### src/sv/bitmap_address_and_shifter_regs_unit_defines.svh
// ----------------------------------------------------------------------------
// Bitmap address and shifter register unit - assertion macros
// Shared concurrent assertion wrappers, clocked on clk, disabled in reset.
// ----------------------------------------------------------------------------
`ifndef BITMAP_ADDRESS_AND_SHIFTER_REGS_UNIT_DEFINES_SVH
`define BITMAP_ADDRESS_AND_SHIFTER_REGS_UNIT_DEFINES_SVH

// same-cycle implication
`define BMSR_ASSERT_SAME(label, ante, cons, msg) \
	label: assert property (@(posedge clk) disable iff (!arst_n) (ante) |-> (cons)) \
		else $error(msg);

// next-cycle implication
`define BMSR_ASSERT_NEXT(label, ante, cons, msg) \
	label: assert property (@(posedge clk) disable iff (!arst_n) (ante) |=> (cons)) \
		else $error(msg);

`endif

### src/sv/bmsr_pkg.sv
// ----------------------------------------------------------------------------
// bmsr_pkg
// Command codes, constants and the request struct of the register unit.
// ----------------------------------------------------------------------------
package bmsr_pkg;

	localparam int unsigned BYTE_W   = 8;
	localparam int unsigned AMOUNT_W = 3;
	localparam logic [BYTE_W-1:0] VRAM_BASE_HI = 8'h40; // 0x4000 >> 8

	typedef enum logic [2:0] {
		CMD_WR_ROW    = 3'd0,
		CMD_WR_COL    = 3'd1,
		CMD_WR_SHIFT  = 3'd2,
		CMD_RD_ROW    = 3'd3,
		CMD_RD_ADDRHI = 3'd4,
		CMD_RD_ADDRLO = 3'd5,
		CMD_RD_SHIFT  = 3'd6,
		CMD_RD_SHREV  = 3'd7
	} cmd_t;

	// one bus word presented to the register core
	typedef struct packed {
		logic              exec;
		cmd_t              cmd;
		logic [BYTE_W-1:0] wdata;
	} req_t;

endpackage

### src/sv/bmsr_core.sv
// ----------------------------------------------------------------------------
// bmsr_core
// Row, column and shifter registers plus the read-data mux.
// ----------------------------------------------------------------------------
`include "bitmap_address_and_shifter_regs_unit_defines.svh"

module bmsr_core (
	input  logic                        clk,
	input  logic                        arst_n,
	input  bmsr_pkg::req_t              req,
	output logic [bmsr_pkg::BYTE_W-1:0] rdata
);
	import bmsr_pkg::*;

	logic [BYTE_W-1:0]   row_q;
	logic [BYTE_W-1:0]   col_q;
	logic [2*BYTE_W-1:0] shift_q;
	logic [AMOUNT_W-1:0] amount;
	logic [3:0]          win_shift;
	logic [2*BYTE_W-1:0] shifted;
	logic [BYTE_W-1:0]   window;
	logic [BYTE_W-1:0]   window_rev;

	always_ff @(posedge clk or negedge arst_n) begin
		if (!arst_n) begin
			row_q   <= '0;
			col_q   <= '0;
			shift_q <= '0;
		end else if (req.exec) begin
			case (req.cmd)
				CMD_WR_ROW: begin
					row_q   <= req.wdata;
					shift_q <= {{BYTE_W{1'b0}}, shift_q[2*BYTE_W-1:BYTE_W]};
				end
				CMD_WR_COL: begin
					col_q <= req.wdata;
				end
				CMD_WR_SHIFT: begin
					shift_q <= {req.wdata, shift_q[2*BYTE_W-1:BYTE_W]};
				end
				default: begin
				end
			endcase
		end
	end

	// window = shift >> (8 - amount); shift amount ranges 1..8
	assign amount    = col_q[AMOUNT_W-1:0];
	assign win_shift = 4'd8 - {1'b0, amount};
	assign shifted   = shift_q >> win_shift;
	assign window    = shifted[BYTE_W-1:0];

	always_comb begin
		for (int i = 0; i < BYTE_W; i++) begin
			window_rev[i] = window[BYTE_W-1-i];
		end
	end

	always_comb begin
		case (req.cmd)
			CMD_WR_ROW, CMD_WR_COL, CMD_WR_SHIFT: rdata = '0;
			CMD_RD_ROW:    rdata = row_q;
			CMD_RD_ADDRHI: rdata = VRAM_BASE_HI | {3'b000, row_q[7:3]};
			CMD_RD_ADDRLO: rdata = {row_q[2:0], col_q[7:3]};
			CMD_RD_SHIFT:  rdata = window;
			CMD_RD_SHREV:  rdata = window_rev;
			default:       rdata = '0;
		endcase
	end

	// row write drops the high byte into the low byte and clears the top
	`BMSR_ASSERT_NEXT(a_row_wr_clears_hi, req.exec && req.cmd == CMD_WR_ROW, shift_q[15:8] == 8'h00, "row write left shifter high byte set")
	// shifter write pushes the old high byte down
	`BMSR_ASSERT_NEXT(a_shift_wr_push, req.exec && req.cmd == CMD_WR_SHIFT, shift_q[7:0] == $past(shift_q[15:8]) && shift_q[15:8] == $past(req.wdata), "shifter push mismatch")
	// zero amount reads back the high byte
	`BMSR_ASSERT_SAME(a_zero_amount, col_q[2:0] == 3'd0, window == shift_q[15:8], "zero-amount window is not the high byte")

endmodule

### src/sv/bitmap_address_and_shifter_regs_unit.sv
// ----------------------------------------------------------------------------
// bitmap_address_and_shifter_regs_unit
// Bus register block for a bitmap video helper: address former and shifter.
// ----------------------------------------------------------------------------
// Each input word is one bus access (cmd, wdata) and produces exactly one
// output word (rdata; zero for writes). The unit keeps a row register, a
// column register and a 16-bit shifter. Reads return the row, the high or
// low byte of the bitmap address 0x4000 | row<<5 | col>>3, or the byte
// shifter >> (8 - col[2:0]), plain or bit-reversed. A row write also shifts
// the shifter down by one byte; a shifter write pushes wdata in on top.
// Throughput is one word per clock while out_ready keeps the output free: a
// word is captured in the input stage, executed there against the registers
// (reads see every earlier write), and its result lands in the output
// register. The input and output stages stall independently, so a new word
// is taken while a finished result still waits for out_ready, as long as the
// input stage is empty; with both stages full and out_ready low the input stalls.
// ----------------------------------------------------------------------------
`include "bitmap_address_and_shifter_regs_unit_defines.svh"

module bitmap_address_and_shifter_regs_unit (
	input  logic                        clk,
	input  logic                        arst_n,
	input  logic                        in_valid,
	output logic                        in_ready,
	input  logic [2:0]                  cmd,
	input  logic [bmsr_pkg::BYTE_W-1:0] wdata,
	output logic                        out_valid,
	input  logic                        out_ready,
	output logic [bmsr_pkg::BYTE_W-1:0] rdata
);
	import bmsr_pkg::*;

	// input stage
	logic              valid_s1;
	cmd_t              cmd_s1;
	logic [BYTE_W-1:0] wdata_s1;

	// output stage
	logic              out_valid_q;
	logic [BYTE_W-1:0] rdata_q;

	logic              out_free;
	logic              adv_s1;
	logic              is_write_s1;
	req_t              req;
	logic [BYTE_W-1:0] core_rdata;

	assign out_free = !out_valid_q || out_ready;
	assign adv_s1   = valid_s1 && out_free;   // word executes and retires s1
	assign in_ready = !valid_s1 || adv_s1;

	always_ff @(posedge clk or negedge arst_n) begin
		if (!arst_n) begin
			valid_s1 <= 1'b0;
		end else if (in_ready) begin
			valid_s1 <= in_valid;
		end
	end

	always_ff @(posedge clk) begin
		if (in_ready && in_valid) begin
			cmd_s1   <= cmd_t'(cmd);
			wdata_s1 <= wdata;
		end
	end

	assign req.exec  = adv_s1;
	assign req.cmd   = cmd_s1;
	assign req.wdata = wdata_s1;

	bmsr_core u_core (
		.clk    (clk),
		.arst_n (arst_n),
		.req    (req),
		.rdata  (core_rdata)
	);

	always_ff @(posedge clk or negedge arst_n) begin
		if (!arst_n) begin
			out_valid_q <= 1'b0;
		end else if (out_free) begin
			out_valid_q <= valid_s1;
		end
	end

	always_ff @(posedge clk) begin
		if (adv_s1) begin
			rdata_q <= core_rdata;
		end
	end

	assign out_valid = out_valid_q;
	assign rdata     = rdata_q;

	assign is_write_s1 = cmd_s1 inside {CMD_WR_ROW, CMD_WR_COL, CMD_WR_SHIFT};

	// a full input stage facing a stalled output must back-pressure
	`BMSR_ASSERT_SAME(a_stall_blocks_in, valid_s1 && out_valid_q && !out_ready, !in_ready, "input accepted while both stages are full")
	// a word leaving s1 always shows up at the output
	`BMSR_ASSERT_NEXT(a_adv_to_out, adv_s1, out_valid_q, "executed word did not reach the output")
	// writes answer with zero
	`BMSR_ASSERT_NEXT(a_write_zero, adv_s1 && is_write_s1, rdata_q == 8'h00, "write returned nonzero data")

endmodule

### config.mk
export PLATFORM = sky130hd
export DESIGN_NAME = bitmap_address_and_shifter_regs_unit
export DESIGN_NICKNAME = d
export VERILOG_FILES = /design/src/sv/bmsr_pkg.sv /design/src/sv/bmsr_core.sv /design/src/sv/bitmap_address_and_shifter_regs_unit.sv
export VERILOG_INCLUDE_DIRS = /design/src /design/src/sv
export SDC_FILE = /design/constraint.sdc
export NUM_CORES = 1
export LEC_CHECK = 0
export CORE_AREA = 2 2 86 88
export CTS_BUF_LIST = sky130_fd_sc_hd__clkbuf_8
export DETAILED_ROUTE_END_ITERATION = 16
export DIE_AREA = 0 0 88 90
export DONT_BUFFER_PORTS = 1
export GPL_TIMING_DRIVEN = 0
export MAX_ROUTING_LAYER = met4
export PLACE_DENSITY = 0.66
export SETUP_SLACK_MARGIN = 0.4
export SYNTH_ARGS = -nofsm -noshare
export SYNTH_HDL_FRONTEND = slang
export SYNTH_HIERARCHICAL = 1
export SYNTH_SLANG_ARGS = --single-unit
export TNS_END_PERCENT = 100
### constraint.sdc
create_clock -name clk -period 6.8 [get_ports clk]
set_clock_uncertainty 0.2 [all_clocks]
set_input_delay 1.36 -clock clk [delete_from_list [all_inputs] [get_ports clk]]
set_output_delay 1.36 -clock clk [all_outputs]
set_load 0.02 [all_outputs]
# Yosys cells after proc, flatten, opt, wreduce, memory -nomap -nowiden
# Index checks and enable logic that the tools add are counted.
dict set report classes {
  add_sub_neg 1
  eq_ne 7
  shift 1
  muxes 2
  n_reduce_logical 12
}
# op n
set ops {}
lappend ops {{$pmux W8 S6} 1}
lappend ops {{$pmux W16 S2} 1}
lappend ops {{$shr A16 B4 Y8} 1}
lappend ops {{$eq A3 B3 Y1 const B} 4}
lappend ops {{$eq A3 B2 Y1 const B} 2}
lappend ops {{$reduce_and A2 Y1} 3}
lappend ops {{$sub A4 B3 Y4 const A} 1}
lappend ops {{$eq A3 B1 Y1 const B} 1}
lappend ops {{$logic_not A3 Y1} 1}
lappend ops {{$reduce_or A3 Y1} 1}
lappend ops {{$logic_and A1 B1 Y1} 2}
lappend ops {{$logic_not A1 Y1} 2}
lappend ops {{$logic_or A1 B1 Y1} 2}
lappend ops {{$reduce_bool A2 Y1} 1}
dict set report word_totals {
  ff_bits 53
  in_bits 15
  output_inout_bits 10
}

# Longest topological paths before layout
dict set report depth {
  ltp_word 5
  mapped_depth 11
}

# Modules after synthesis
# The synthesis kept the hierarchy.
# mod n_inst cells_each area_each_um2
set by_module_without_submodules {}
lappend by_module_without_submodules {bmsr_core 1 248 2421.1}
lappend by_module_without_submodules {bitmap_address_and_shifter_regs_unit 1 27 674.4}

# Worst setup path after synthesis
# Ideal clock, no wire load.
dict set report synth_timing {
  path_type {input to register}
  startpoint {input port out_ready}
  endpoint {register u_core.row_q[0]}
  arrival_time_ps 2820
  required_time_ps 6475
  slack_ps 3655
  stages 6
  n_path_buf 1
  path_cell_list {nand2b_1 -> and2_1 -> or3b_1 -> buf_2 -> nor2_4 -> mux2_2}
}
dict set report synth_via {
  elab_chain_len 3
}
# element line
set synth_lines {}
lappend synth_lines {{start, declared} bitmap_address_and_shifter_regs_unit.sv:28} ;# input logic out_ready,
lappend synth_lines {{$logic_or A1 B1 Y1} bitmap_address_and_shifter_regs_unit.sv:48} ;# assign out_free = !out_valid_q || out_ready;
lappend synth_lines {{$logic_and A1 B1 Y1} bitmap_address_and_shifter_regs_unit.sv:49} ;# assign adv_s1 = valid_s1 && out_free;
lappend synth_lines {{net adv_s1} bitmap_address_and_shifter_regs_unit.sv:43} ;# logic adv_s1;
lappend synth_lines {{$reduce_and A2 Y1 (no source line)} -}
lappend synth_lines {{end signal, assigned} bmsr_core.sv:32} ;# row_q <= req.wdata;
lappend synth_lines {{end, declared} bmsr_core.sv:15} ;# logic [BYTE_W-1:0] row_q;
# The timed path passes the listed nets, and every way through them passes these cells.
# A chain may end at the register's enable or synchronous reset.

# Worst setup path after layout
dict set report layout_timing {
  startpoint {input port out_ready}
  endpoint {output port in_ready}
}
dict set report layout_via {
  elab_chain_len 3
}
# element line
set layout_lines {}
lappend layout_lines {{$logic_or A1 B1 Y1} bitmap_address_and_shifter_regs_unit.sv:48}
lappend layout_lines {{$logic_and A1 B1 Y1} bitmap_address_and_shifter_regs_unit.sv:49}
lappend layout_lines {{$logic_or A1 B1 Y1} bitmap_address_and_shifter_regs_unit.sv:50} ;# assign in_ready = !valid_s1 || adv_s1;
lappend layout_lines {{end, declared} bitmap_address_and_shifter_regs_unit.sv:24} ;# output logic in_ready,
# Every way passes these cells.

==> impl_metrics.csv <==
group,metric,value,unit
worst_setup_path,required,5240,ps
drt,drt-pass1-iter-count,5,
floorplanning,ios,25,
timing,finalCritPeriodShare,0.456,
global_routing,grt-ovfl-total,0,
pwr,p_int,0.000700,W
pwr,power.share.sequential,0.414,
timing,fin_tns_setup,0,ps
timing,hold_violations,0,
clock_network,cts-root-buf,"clkbuf_8",
drt,drc,0,
min_path,hp-class,"flop to flop",
floorplanning,rows,31,
worst_setup_path,path_buf_inv,0,
clock_network,tritoncts,"yes",
logic_synthesis,async_reset_ff_frac,0.642,
worst_setup_path,path_cells,"nand3b_4",
clock_network,insertion_delay,310,ps
logic_synthesis,synthCells,275,
logic_synthesis,avgSynthCellArea,11.3,sq um
worst_setup_path,slowest_stage,"nand3b_4",
layout,multiInputGateArea,1540,sq um
pwr,pwr-share-comb,0.384,
floorplanning,die_w,88,um
clock_network,cts_setup_buffers,0,
worst_setup_path,arrival,1540,ps
drt,drt-total-wl,7130,um
logic_synthesis,yosys.area.top_type_share,0.275,
global_routing,antenna_found_initial,0,
logic_synthesis,yosysWarningCount,6,
worst_setup_path,critPathKind,"input pin to primary output",
clock_network,clock-sinks,53,
worst_setup_path,critPathTopFamily,"simple AND/OR/NAND/NOR gates",
layout,final.fill_count,637,
drt,drt_iter0_markers,210,
outcome,outcome,"finished clean",
placement,dpl_cell_area,3220,sq um
timing,max-slew-margin-rel,0.690,
clock_network,htree_levels,2,
timing,post-route-min-period,3100,ps
global_routing,first_global_vias,2089,
pwr,ir_drop,0.177,mV
floorplanning,core_area,7020,sq um
layout,final_layout_size_suffix_gt1_frac,0.233,
worst_setup_path,cp_slowest_stage_delay,180,ps
timing,tightest_slew,466,ps
floorplanning,die_h,90,um
timing,setup_viol,0,
clock_network,cts_buffer_depth,2,
pwr,p_clk_frac,0.203,
global_routing,grt_pass1_wl,11600,um
layout,ff_latch_area,1420,sq um
drt,vias_per_cell,5.90,
timing,maxSlewViolCount,0,
pwr,leakage,1.31,nW
global_routing,globalRouteTotalUtil,0.199,
placement,port-buffer-count,0,
placement,hpwlAfterDp,5190,um
pwr,p_sw_frac,0.367,
timing,rsz0062_at_grt,"no",
floorplanning,start_util,0.441,
logic_synthesis,synth-edff-count,19,
worst_setup_path,crit_fanout,3,
logic_synthesis,synth_fp_nets,291,
drt,final_antenna_net_count,0,
job,cap_violations,0,
pwr,power-per-cell-area,331,nW/um^2
logic_synthesis,ys_ff_latch,53,
layout,n_antenna_cell,0,
clock_network,path_clk_slew,100,ps
clock_network,hold_buffers,0,
logic_synthesis,syn_area,3100,sq um
logic_synthesis,ys_seq_area_frac,0.459,
placement,place_congestion,0.920,
clock_network,numCtsBuffers,5,
clock_network,cts_resized,0,
timing,timing.fmax,322,MHz
layout,nets,298,
logic_synthesis,synthTopCellsByArea,"dfrtp_1 27%, edfxtp_1 18%, mux2_2 9.5%",
layout,final_cell_area,3340,sq um
global_routing,grt_max_degree,35,
worst_setup_path,start_kind,"input pin",
floorplanning,die_area,7920,sq um
drt,via_count,2253,
logic_synthesis,synthFlopType,"dfrtp_1",
worst_setup_path,endpoint_kind,"primary output",
logic_synthesis,synth_cell_types,49,
pwr,p_sw,0.000406,W
logic_synthesis,synth_area_leader_cell,"dfrtp_1",
layout,area_delta_synth_final,7.84,%
drt,wl_per_cell,18.7,um
layout by cell type (no fill, tap or decap), types with 5 or more instances in the layout:
cell type   n
nand3_1     9
mux2_2     26
o221ai_1    6
dfrtp_1    34
nand2_1    41
o211ai_1    5
nand2b_1    7
buf_2      10
o21ai_0    20
mux2i_1     9
mux4_2      7
edfxtp_1   19
nor2b_1     5
a21oi_1    10
nor2_1      8
clkbuf_8    5
registers in the layout, summed over array words and instances, names as in the netlist:
name / cells
rdata: 8
out_valid: 1
u_core/shift_q: 16
wdata_s1: 8
valid_s1: 1
u_core/row_q: 8
u_core/col_q: 8
cmd_s1: 3
power by group through the flow:
stage	Clock [W]	Combinational, W	Sequential, W
after floorplan	0	0.000337	0.000442
after global placement	0	0.000412	0.000460
after detailed placement	0	0.000415	0.000464
after CTS	0.000232	0.000418	0.000457
after global routing	0.000245	0.000459	0.000466
final	0.000224	0.000424	0.000457
cells by family (layout without fill, tap and decap cells):
group           Yosys count  in the layout  share of synthesized area
compound gates           61             61                      0.133
xor+xnor                  1              1                    0.00889
fa+ha+maj                 1              1                    0.00404
buf+inv                  24             32                     0.0428
flops                    53             53                      0.459
mux                      46             46                      0.204
simple gates             89             89                      0.148
per-layer routing:
layer | GRT usage | wire length (um) | share of wire
met2 | 0.271 | 3270 | 0.46
met5 | - | 0 | 0
met3 | 0.0367 | 359 | 0.050
met1 | 0.294 | 3300 | 0.46
met4 | 0.0731 | 193 | 0.027
through the flow:
stage	hold slack [ps]	power (W)	util	std cells	setup WS [ps]
after CTS	319	0.00111	0.475	382	3700
after global placement	292	0.000872	0.459	374	3460
final	317	0.00111	0.475	382	3700
after detailed placement	296	0.000879	0.459	374	3440
after global routing	353	0.00117	0.475	382	3540
after floorplan	269	0.000779	-	275	3660
worst paths after layout:
| kind | start | to | slack, ps | cells past startpoint |
|---|---|---|---|---|
| min | u_core/shift_q[0] | u_core/shift_q[0] | 320 | 1 |
| max reg2reg | u_core/col_q[1] | rdata[7] | 3710 | 9 |
| min in group asynchronous | arst_n | u_core/col_q[5] | 530 | 0 |
| max in group asynchronous | arst_n | valid_s1 | 5790 | 0 |
| max | out_ready | in_ready | 3700 | 1 |
| min reg2reg | u_core/shift_q[0] | u_core/shift_q[0] | 320 | 1 |
cell type report:
class | instances | share of cell area
Sequential cell | 53 | 0.426
Clock inverter | 3 | 0.0150
Clock buffer | 5 | 0.0206
Tap cell | 99 | 0.0371
Multi-Input combinational cell | 198 | 0.462
Inverter | 6 | 0.00675
Buffer | 18 | 0.0330
synth_stat cells, types with 2 or more instances:
library cell  number
a21o_1             3
a21oi_1           10
a22o_1             4
a311oi_1           2
a31o_1             2
and3_1             2
buf_2             10
buf_4              2
buf_6              3
clkbuf_1           3
dfrtp_1           34
edfxtp_1          19
inv_1              4
inv_2              2
mux2_2            26
mux2i_1            9
mux4_1             3
mux4_2             7
nand2_1           41
nand2b_1           7
nand3_1            9
nand4_1            3
nor2_1             8
nor2b_1            5
nor3_1             2
o2111ai_1          2
o211ai_1           5
o21ai_0           20
o221ai_1           6
or3b_1             3
No activity file was read; power rests on OpenSTA's default activity.
